==> src/design/x25519_pkg.sv <==
package x25519_pkg;

    // field and ladder constants
    localparam int unsigned LADDER_BITS = 256;
    localparam int unsigned BIT_W       = 8;
    localparam int unsigned PC_W        = 5;
    localparam int unsigned INIT_LEN    = 6;
    localparam int unsigned STEP_LEN    = 18;
    localparam int unsigned INV_TOP     = 253;

    // p = 2^255 - 19
    localparam logic [255:0] P_MOD = {1'b0, {247{1'b1}}, 8'hed};
    localparam logic [255:0] A24   = 256'd121665;
    localparam logic [255:0] BASE_U = 256'd9;

    // configuration register indexes
    typedef enum logic [0:0] {
        CFG_CLAMP = 1'b0,
        CFG_BASE  = 1'b1
    } t_cfg;

    // register file slots
    typedef enum logic [3:0] {
        S_X1, S_X2, S_Z2, S_X3, S_Z3, S_A, S_B, S_AA,
        S_BB, S_E, S_C, S_D, S_DA, S_CB, S_T, S_K
    } t_slot;

    typedef enum logic [2:0] {
        OP_ADD, OP_SUB, OP_MUL, OP_MOV, OP_CONST, OP_LDU, OP_OUT
    } t_op;

    typedef enum logic [1:0] {
        K_ZERO, K_ONE, K_A24
    } t_cnst;

    typedef struct packed {
        t_op   op;
        t_slot dst;
        t_slot src_a;
        t_slot src_b;
        t_cnst cnst;
    } t_uop;

    // controller to datapath
    typedef struct packed {
        logic             valid;
        logic             load;
        t_uop             uop;
        logic [BIT_W-1:0] bit_idx;
    } t_cmd;

    // datapath to controller
    typedef struct packed {
        logic done;
        logic k_bit;
        logic out_busy;
    } t_sts;

    function automatic t_uop mk(input t_op op, input t_slot d, input t_slot a,
                                input t_slot b);
        t_uop u;
        u.op    = op;
        u.dst   = d;
        u.src_a = a;
        u.src_b = b;
        u.cnst  = K_ZERO;
        return u;
    endfunction

    function automatic t_uop mkc(input t_slot d, input t_cnst c);
        t_uop u;
        u      = mk(OP_CONST, d, d, d);
        u.cnst = c;
        return u;
    endfunction

    // set-up sequence before the ladder
    function automatic t_uop init_uop(input logic [PC_W-1:0] pc);
        t_uop u;
        case (pc)
            5'd0:    u = mk(OP_LDU, S_X1, S_X1, S_X1);
            5'd1:    u = mkc(S_X2, K_ONE);
            5'd2:    u = mkc(S_Z2, K_ZERO);
            5'd3:    u = mk(OP_MOV, S_X3, S_X1, S_X1);
            5'd4:    u = mkc(S_Z3, K_ONE);
            default: u = mkc(S_K, K_A24);
        endcase
        return u;
    endfunction

    // one ladder step, in logical slots
    function automatic t_uop step_uop(input logic [PC_W-1:0] pc);
        t_uop u;
        case (pc)
            5'd0:    u = mk(OP_ADD, S_A,  S_X2, S_Z2);
            5'd1:    u = mk(OP_MUL, S_AA, S_A,  S_A);
            5'd2:    u = mk(OP_SUB, S_B,  S_X2, S_Z2);
            5'd3:    u = mk(OP_MUL, S_BB, S_B,  S_B);
            5'd4:    u = mk(OP_SUB, S_E,  S_AA, S_BB);
            5'd5:    u = mk(OP_ADD, S_C,  S_X3, S_Z3);
            5'd6:    u = mk(OP_SUB, S_D,  S_X3, S_Z3);
            5'd7:    u = mk(OP_MUL, S_DA, S_D,  S_A);
            5'd8:    u = mk(OP_MUL, S_CB, S_C,  S_B);
            5'd9:    u = mk(OP_ADD, S_X3, S_DA, S_CB);
            5'd10:   u = mk(OP_MUL, S_X3, S_X3, S_X3);
            5'd11:   u = mk(OP_SUB, S_T,  S_DA, S_CB);
            5'd12:   u = mk(OP_MUL, S_T,  S_T,  S_T);
            5'd13:   u = mk(OP_MUL, S_Z3, S_T,  S_X1);
            5'd14:   u = mk(OP_MUL, S_X2, S_AA, S_BB);
            5'd15:   u = mk(OP_MUL, S_T,  S_E,  S_K);
            5'd16:   u = mk(OP_ADD, S_T,  S_AA, S_T);
            default: u = mk(OP_MUL, S_Z2, S_E,  S_T);
        endcase
        return u;
    endfunction

    // conditional swap done by renaming the ladder slots
    function automatic t_slot remap(input t_slot s, input logic swap);
        t_slot r;
        r = s;
        if (swap) begin
            case (s)
                S_X2:    r = S_X3;
                S_X3:    r = S_X2;
                S_Z2:    r = S_Z3;
                S_Z3:    r = S_Z2;
                default: r = s;
            endcase
        end
        return r;
    endfunction

endpackage

==> src/design/x25519_ctrl.sv <==
module x25519_ctrl (
    input  logic             i_clk,
    input  logic             i_rst_n,
    input  logic             i_start,
    output logic             o_idle,
    output x25519_pkg::t_cmd o_cmd,
    input  x25519_pkg::t_sts i_sts
);
    import x25519_pkg::*;

    typedef enum logic [1:0] {C_IDLE, C_LOAD, C_ISSUE, C_WAIT} t_state;
    typedef enum logic [1:0] {PH_INIT, PH_LADDER, PH_INV, PH_FINAL} t_phase;

    t_state           r_state;
    t_phase           r_phase;
    logic [PC_W-1:0]  r_pc;
    logic [BIT_W-1:0] r_bit;
    logic [7:0]       r_inv_i;
    logic             r_sq;

    t_uop uop;
    t_uop raw;
    logic issue_ok;
    logic skip_mul;

    // current operation
    always_comb begin
        raw = step_uop(r_pc);
        uop = init_uop(r_pc);
        case (r_phase)
            PH_INIT: uop = init_uop(r_pc);
            PH_LADDER: begin
                uop       = raw;
                uop.dst   = remap(raw.dst, i_sts.k_bit);
                uop.src_a = remap(raw.src_a, i_sts.k_bit);
                uop.src_b = remap(raw.src_b, i_sts.k_bit);
            end
            PH_INV: begin
                if (r_pc == '0) uop = mk(OP_MOV, S_A, S_Z2, S_Z2);
                else if (r_sq)  uop = mk(OP_MUL, S_A, S_A, S_A);
                else            uop = mk(OP_MUL, S_A, S_A, S_Z2);
            end
            PH_FINAL: begin
                if (r_pc == '0) uop = mk(OP_MUL, S_A, S_X2, S_A);
                else            uop = mk(OP_OUT, S_A, S_A, S_A);
            end
            default: uop = init_uop(r_pc);
        endcase
    end

    assign issue_ok      = !((uop.op == OP_OUT) && i_sts.out_busy);
    assign skip_mul      = (r_inv_i == 8'd2) || (r_inv_i == 8'd4);
    assign o_cmd.valid   = (r_state == C_ISSUE) && issue_ok;
    assign o_cmd.load    = (r_state == C_LOAD);
    assign o_cmd.uop     = uop;
    assign o_cmd.bit_idx = r_bit;
    assign o_idle        = (r_state == C_IDLE);

    // sequencer
    always_ff @(posedge i_clk) begin
        if (!i_rst_n) begin
            r_state <= C_IDLE;
            r_phase <= PH_INIT;
            r_pc    <= '0;
            r_bit   <= '0;
            r_inv_i <= '0;
            r_sq    <= 1'b0;
        end else begin
            case (r_state)
                C_IDLE: begin
                    if (i_start) r_state <= C_LOAD;
                end
                C_LOAD: begin
                    r_phase <= PH_INIT;
                    r_pc    <= '0;
                    r_state <= C_ISSUE;
                end
                C_ISSUE: begin
                    if (issue_ok) r_state <= C_WAIT;
                end
                C_WAIT: begin
                    if (i_sts.done) begin
                        r_state <= C_ISSUE;
                        case (r_phase)
                            PH_INIT: begin
                                if (r_pc == PC_W'(INIT_LEN - 1)) begin
                                    r_phase <= PH_LADDER;
                                    r_pc    <= '0;
                                    r_bit   <= BIT_W'(LADDER_BITS - 1);
                                end else begin
                                    r_pc <= r_pc + 1'b1;
                                end
                            end
                            PH_LADDER: begin
                                if (r_pc == PC_W'(STEP_LEN - 1)) begin
                                    r_pc <= '0;
                                    if (r_bit == '0) r_phase <= PH_INV;
                                    else             r_bit <= r_bit - 1'b1;
                                end else begin
                                    r_pc <= r_pc + 1'b1;
                                end
                            end
                            PH_INV: begin
                                if (r_pc == '0) begin
                                    r_pc    <= PC_W'(1);
                                    r_inv_i <= 8'(INV_TOP);
                                    r_sq    <= 1'b1;
                                end else if (r_sq && !skip_mul) begin
                                    r_sq <= 1'b0;
                                end else if (r_inv_i == '0) begin
                                    r_phase <= PH_FINAL;
                                    r_pc    <= '0;
                                end else begin
                                    r_inv_i <= r_inv_i - 1'b1;
                                    r_sq    <= 1'b1;
                                end
                            end
                            PH_FINAL: begin
                                if (r_pc == '0) r_pc <= PC_W'(1);
                                else            r_state <= C_IDLE;
                            end
                            default: r_state <= C_IDLE;
                        endcase
                    end
                end
                default: r_state <= C_IDLE;
            endcase
        end
    end

    a_idle_no_cmd: assert property (@(posedge i_clk) disable iff (!i_rst_n)
        (r_state == C_IDLE) |-> !o_cmd.valid)
        else $error("command issued while idle");

    a_done_in_wait: assert property (@(posedge i_clk) disable iff (!i_rst_n)
        i_sts.done |-> (r_state == C_WAIT))
        else $error("datapath done outside wait");

    a_cmd_then_wait: assert property (@(posedge i_clk) disable iff (!i_rst_n)
        o_cmd.valid |=> (r_state == C_WAIT) && !o_cmd.valid)
        else $error("command not followed by wait");

endmodule

==> config.mk <==
export PLATFORM = sky130hd
export DESIGN_NAME = x25519_ctrl
export DESIGN_NICKNAME = d
export VERILOG_FILES = /design/src/design/x25519_pkg.sv /design/src/design/x25519_ctrl.sv
export SDC_FILE = /design/constraint.sdc
export NUM_CORES = 1
export LEC_CHECK = 0
export BUFFER_PORTS_ARGS = -buffer_cell sky130_fd_sc_hd__buf_2
export CORE_ASPECT_RATIO = 1.75
export CORE_MARGIN = 2
export CORE_UTILIZATION = 60
export CTS_BUF_LIST = sky130_fd_sc_hd__clkbuf_2 sky130_fd_sc_hd__clkbuf_4 sky130_fd_sc_hd__clkbuf_8
export DETAILED_ROUTE_END_ITERATION = 8
export HOLD_SLACK_MARGIN = 0.06
export PLACE_DENSITY_LB_ADDON = 0.12
export SYNTH_ARGS = -nofsm -noshare
export SYNTH_HDL_FRONTEND = slang
export SYNTH_SLANG_ARGS = --single-unit
==> constraint.sdc <==
create_clock -name i_clk -period 7.3 [get_ports i_clk]
set_clock_uncertainty 0.2 [all_clocks]
set_input_delay 1.46 -clock i_clk [delete_from_list [all_inputs] [get_ports i_clk]]
set_output_delay 1.46 -clock i_clk [all_outputs]
set_load 0.02 [all_outputs]
# Yosys cells after proc, flatten, opt, wreduce, memory -nomap -nowiden
# Memories as Yosys holds them, arrays and structs flattened. A register that Yosys moved wholly into a read port is not among the register bits.
# Cells that the tools add are included.
[classes] addsub=3 mul=0 div=0 order_cmp=0 eq_ne=46 shifts=0 n_mux=47 bitwise=0 reduce_logical=19
[ops] op="one-hot mux 17 bit (5 select lines)" count=1
[ops] op="one-hot mux 17 bit (4 select lines)" count=1
[ops] op="two-way mux 5 bit" count=10
[ops] op="two-way mux 8 bit" count=6
[ops] op="one-hot mux 4 bit (4 select lines)" count=3
[ops] op="== test 4 x 2 -> 1 bit (second input constant)" count=6
[ops] op="two-way mux 2 bit" count=12
[ops] op="!= test 3 bit (second input constant)" count=8
[ops] op="one-hot mux 5 bit (4 select lines)" count=1
[ops] op="two-way mux 17 bit" count=1
[ops] op="zero test 8 bit" count=2
[ops] op="!= test 2 bit (second input constant)" count=8
[ops] op="one-hot mux 8 bit (2 select lines)" count=1
[ops] op="subtractor 8 x 1 -> 8 bit (second input constant)" count=2
[ops] op="two-way mux 15 bit" count=1
[ops] op="== test 4 x 1 -> 1 bit (second input constant)" count=3
[ops] op="== test 4 x 3 -> 1 bit (second input constant)" count=3
[ops] op="two-way mux 4 bit" count=3
[ops] op="== test 5 x 2 -> 1 bit (second input constant)" count=2
[ops] op="== test 5 x 3 -> 1 bit (second input constant)" count=2
[ops] op="one-hot mux 5 bit (2 select lines)" count=1
[ops] op="AND reduction 5 bit" count=2
[ops] op="AND reduction 9 bit" count=1
[ops] op="== test 2 bit (second input constant)" count=4
[ops] op="22 further kinds" count=31
[totals] regBits=26 latchBits=0 mem_bits_rw=0 rom_bits=448 input_bits=6 out_inout_bits=28 word_cells=122 n_memories=1
[mem_list] memory="(name not given)" words=32 width=14 rd=1 rd_clocked_by_memory_dff=1 write_ports=0 line_no="x25519_pkg.sv:94" rtl="case (pc)"

# Longest topological paths before layout
[depth] depth_word=11 mapped_depth=14 ltp_nobuf=13

# Least setup slack after synthesis
# OpenSTA, ideal clock, no wires.
[synth_timing] kind="input to output" from="input i_sts[1] (netlist bit)" to="output o_cmd[12] (netlist bit)" arrival_time_ns=2.388 required_time_ns=5.640 setup_slack_ns=3.252 stages=5 n_path_buf=0 path_cell_list="nand2b_1 -> nor2_1 -> mux2i_1 -> o211a_1 -> o21ai_0"
[synth_rtl] item="start: declaration" line_no="x25519_ctrl.sv:7" rtl="input x25519_pkg::t_sts i_sts"
[synth_rtl] item="end: declaration" line_no="x25519_ctrl.sv:6" rtl="output x25519_pkg::t_cmd o_cmd,"

==> flow_summary.toml <==
[drt]
postRouteWirelength_um = 7673
detail_route.wl_per_cell_um = 16.86
route.antenna.remaining_nets = 0
first_pass_drt_iterations = 4
detailedRoute.firstIterationViolations = 114
top_signal_layer_used = "met4"
number_of_remaining_drc_errors = 0
wl_met1_um = 2957
met2RoutedLength_um = 4131
routed-wl-met3_um = 191
route.detailed.vias_per_inst = 6.367
dr_total_vias = 2897

[global_route]
grt_pass1_wl_um = 12250
grt_pass1_vias = 2680
grt.overflow.total = 0
antenna_violations_before_repair = 0
grt_max_degree = 28
global_route.usage.total = 0.2865

[placed_design]
worst_slack_after_detailed_placement_ps = 3167
dp_wirelength_um = 5749
buffer_ports.inserted = 33
gp_routability_congestion = 0.8724
dpl.cell_count = 447

[logic_synthesis]
post_synth_inst_count = 381
synth_ff_type = "sky130_fd_sc_hd__dfxtp_1"
yosysTopAreaCell = "sky130_fd_sc_hd__dfxtp_1"
synthesis.area_sq_mm = 0.002935
post_synth_adder_cell_area = 0.07246
synthMuxAreaShare = 0.02899
synthTopCellsByArea = "sky130_fd_sc_hd__dfxtp_1 27%, sky130_fd_sc_hd__ha_1 7.2%, sky130_fd_sc_hd__a21oi_1 5.8%, sky130_fd_sc_hd__nor2_1 5.5%, sky130_fd_sc_hd__o21ai_0 4.3%"
synth.net_count = 404
post_synth_edffs = 0
synthesis.area_per_instance_sq_um = 7.704
leading_post_synthesis_cells_by_instance_count = "43 x sky130_fd_sc_hd__nor2_1, 40 x sky130_fd_sc_hd__dfxtp_1, 34 x sky130_fd_sc_hd__a21oi_1, 29 x sky130_fd_sc_hd__nand2_1, 25 x sky130_fd_sc_hd__o21ai_0"
ys_ff_latch = 40
ffs_w_async_s_r_synth = 0
compound_cell_area_share_of_the_yosys_netlist = 0.2788
synth-xor-area-share = 0.02089
synthMostInstantiatedCell = "sky130_fd_sc_hd__nor2_1"
synth_top_area_frac = 0.2728
number_of_distinct_library_cells_after_synthesis = 66
synth_top_family_by_area = "compound AO/OA/AOI/OAI gates"
seq_area_frac_synth = 0.2728
post_synth_and_or_nand_nor_area_fraction = 0.2643
yosys_warnings = 0

[timing]
finalWorstSetupSlack_ps = 2803
fin_tns_setup_ps = 0
fin_crit_ps = 4497
max_freq_mhz = 222.4
maxSlewHeadroom = 0.3729
report.final.slew_viol_count = 0
final_hold_viol_count = 0
post-route-period-util = 0.6160
worst_slew_pin_slew_ps = 934.4
setup-violations-final = 0
grt_setup_unrepaired = "no"

[critical_path]
crit_arrival_ps = 2840
cpPeakStageDelay_ps = 430
crit_fanout = 5
worst_path_max_delay_cell = "sky130_fd_sc_hd__dfxtp_1"
path_cells = "inv_1 -> ha_1 -> nor2b_1 -> o21ai_0 -> a22oi_1 -> a31oi_1 -> nand4b_1 -> and3_1 -> buf_2"
startpoint_type = "flip-flop"
crit_type = "reg -> out"
crit_path_end_kind = "output port"
critPathRequiredTime_ps = 5640

[final_layout]
finish.utilization = 0.6776
drive_above_1_share = 0.1588
flow.area_growth_from_synthesis_pct = 8.653
num_antenna_cells = 0
layout.nets = 425
final_cell_count_no_fill = 455
fill_cells = 423

[pwr]
pwr-share-clk = 0.381
p_switching_w = 0.0001598
power.internal_w = 0.0003582
seq_power_share = 0.446
ir_worst_vdd_uv = 180.3
switching_part_of_the_total_power = 0.3086
pwr-share-comb = 0.174
power_leakage_nw = 1.376
pwr_density_mw_per_mm2 = 162.4

[floorplan]
die_height_um = 96.53
design.die.area_sq_mm = 0.005489
rows = 33
die_width_um = 56.87
floorplan.core_area_sq_mm = 0.004707
boundaryPins = 34
start_util = 0.6236

[clocking]
worst_skew_pair.late_latency_ps = 310
cts_hold_buf = 0
post-cts-setup-buffers = 0
root_buf_cell = "sky130_fd_sc_hd__clkbuf_8"
clock_tree_from_tritoncts = "yes"
h_tree_level_count = 2
clk_transition_reported_paths_ps = 90
cts-buffers-inserted = 5
cts.path.max_buffers = 2
cts-resized-gates = 0
clkSinkCount = 40

[hold_path]
holdCritPathClass = "reg -> reg"

[outcome]
status = "finished, final reports clean"

[flow_run]
cap_viol_max_count = 0
## sequential cells by signal, indices dropped and copies added, names as in the netlist
name     cells
raw         14
r_bit        8
r_inv_i      8
r_pc         5
r_phase      2
r_state      2
r_sq         1
## worst max-delay path, delay by kind of cell, from the launching register on
| kind | cells | cell delay (ps) |
|---|---|---|
| AOI/OAI and AO/OA | 3 | 930 |
| adders and majority gates | 1 | 270 |
| buffers and inverters | 2 | 270 |
| DFF | 1 | 430 |
| and+or+nand+nor | 3 | 640 |
## power groups by stage
stage / Combinational, W / Sequential [W] / Clock, W
after floorplan: 0.0000666 / 0.000231 / 0
after global placement: 0.0000884 / 0.000236 / 0
after detailed placement: 0.0000892 / 0.000236 / 0
after CTS: 0.0000895 / 0.000230 / 0.000196
after global routing: 0.0000976 / 0.000232 / 0.000204
final: 0.0000899 / 0.000231 / 0.000197
## worst paths after layout
| path | startpoint | end | slack [ps] | depth (start not counted) |
|---|---|---|---|---|
| setup / recovery | r_pc[1] | o_cmd[26] | 2800 | 9 |
| setup reg to reg | r_phase[0] | raw[5] | 3390 | 10 |
| hold / removal | r_bit[5] | r_bit[5] | 320 | 1 |
| hold reg to reg | r_bit[5] | r_bit[5] | 320 | 1 |
## layer usage
layer / vias to the layer above / GRT usage
li1: 1431 / -
met1: 1358 / 0.2815
met2: 82 / 0.5436
met3: 26 / 0.03462
met4: 0 / 0.2054
met5: - / 0
## final cells by class
cell class / instances / area, sq um / area share
clock inverter: 3 / 46.29 / 0.01452
sequential: 40 / 800.8 / 0.2511
multi-input combinational: 299 / 1953 / 0.6124
tap: 52 / 65.06 / 0.02040
inverter: 22 / 82.58 / 0.02589
clock buffer: 5 / 68.82 / 0.02158
timing repair buffer: 34 / 172.7 / 0.05414
## per-stage QoR
| step | total power (W) | area, sq um | hold WS (ps) |
|---|---|---|---|
| 3_3_place_gp | 0.0003239 | 3074 | 294.8 |
| 5_1_grt | 0.0005335 | 3189 | 343.7 |
| 2_1_floorplan | 0.0002981 | 2935 | 281.8 |
| 3_5_place_dp | 0.0003248 | 3074 | 294.9 |
| 4_1_cts | 0.0005162 | 3189 | 318.3 |
| 6_report | 0.0005180 | 3189 | 317.3 |
## cells in the final DEF (no fill, tap or decap), types with 4 or more instances in the layout
cell type,Yosys,layout
sky130_fd_sc_hd__clkbuf_8,0,5
sky130_fd_sc_hd__nor4_1,4,4
sky130_fd_sc_hd__o211ai_1,5,5
sky130_fd_sc_hd__nor2b_1,6,6
sky130_fd_sc_hd__mux2_2,4,4
sky130_fd_sc_hd__a21oi_1,34,34
sky130_fd_sc_hd__ha_1,17,17
sky130_fd_sc_hd__dfxtp_1,40,40
sky130_fd_sc_hd__mux2i_1,4,4
sky130_fd_sc_hd__inv_1,17,17
sky130_fd_sc_hd__and3_1,7,7
sky130_fd_sc_hd__a31oi_1,11,11
sky130_fd_sc_hd__nor3_1,12,12
sky130_fd_sc_hd__nand3_1,7,7
sky130_fd_sc_hd__nand4_1,4,4
sky130_fd_sc_hd__nand2b_1,8,8
sky130_fd_sc_hd__nand2_1,29,29
sky130_fd_sc_hd__buf_2,4,33
sky130_fd_sc_hd__inv_2,4,4
sky130_fd_sc_hd__xnor2_1,4,4
sky130_fd_sc_hd__o21ai_0,25,25
sky130_fd_sc_hd__and2_1,5,5
sky130_fd_sc_hd__o21ai_1,5,5
sky130_fd_sc_hd__a21o_1,4,4
sky130_fd_sc_hd__nor2_1,43,43
## kinds of logic (layout without fill, tap and decap cells)
family | count (synthesis) | after routing
adders and majority gates | 17 | 17
AOI/OAI and AO/OA | 121 | 121
xor gates and xnor gates | 7 | 7
muxes | 8 | 8
and+or+nand+nor | 146 | 146
buffers and inverters | 42 | 64
DFF | 40 | 40
Power figures use the tool's default switching activity.
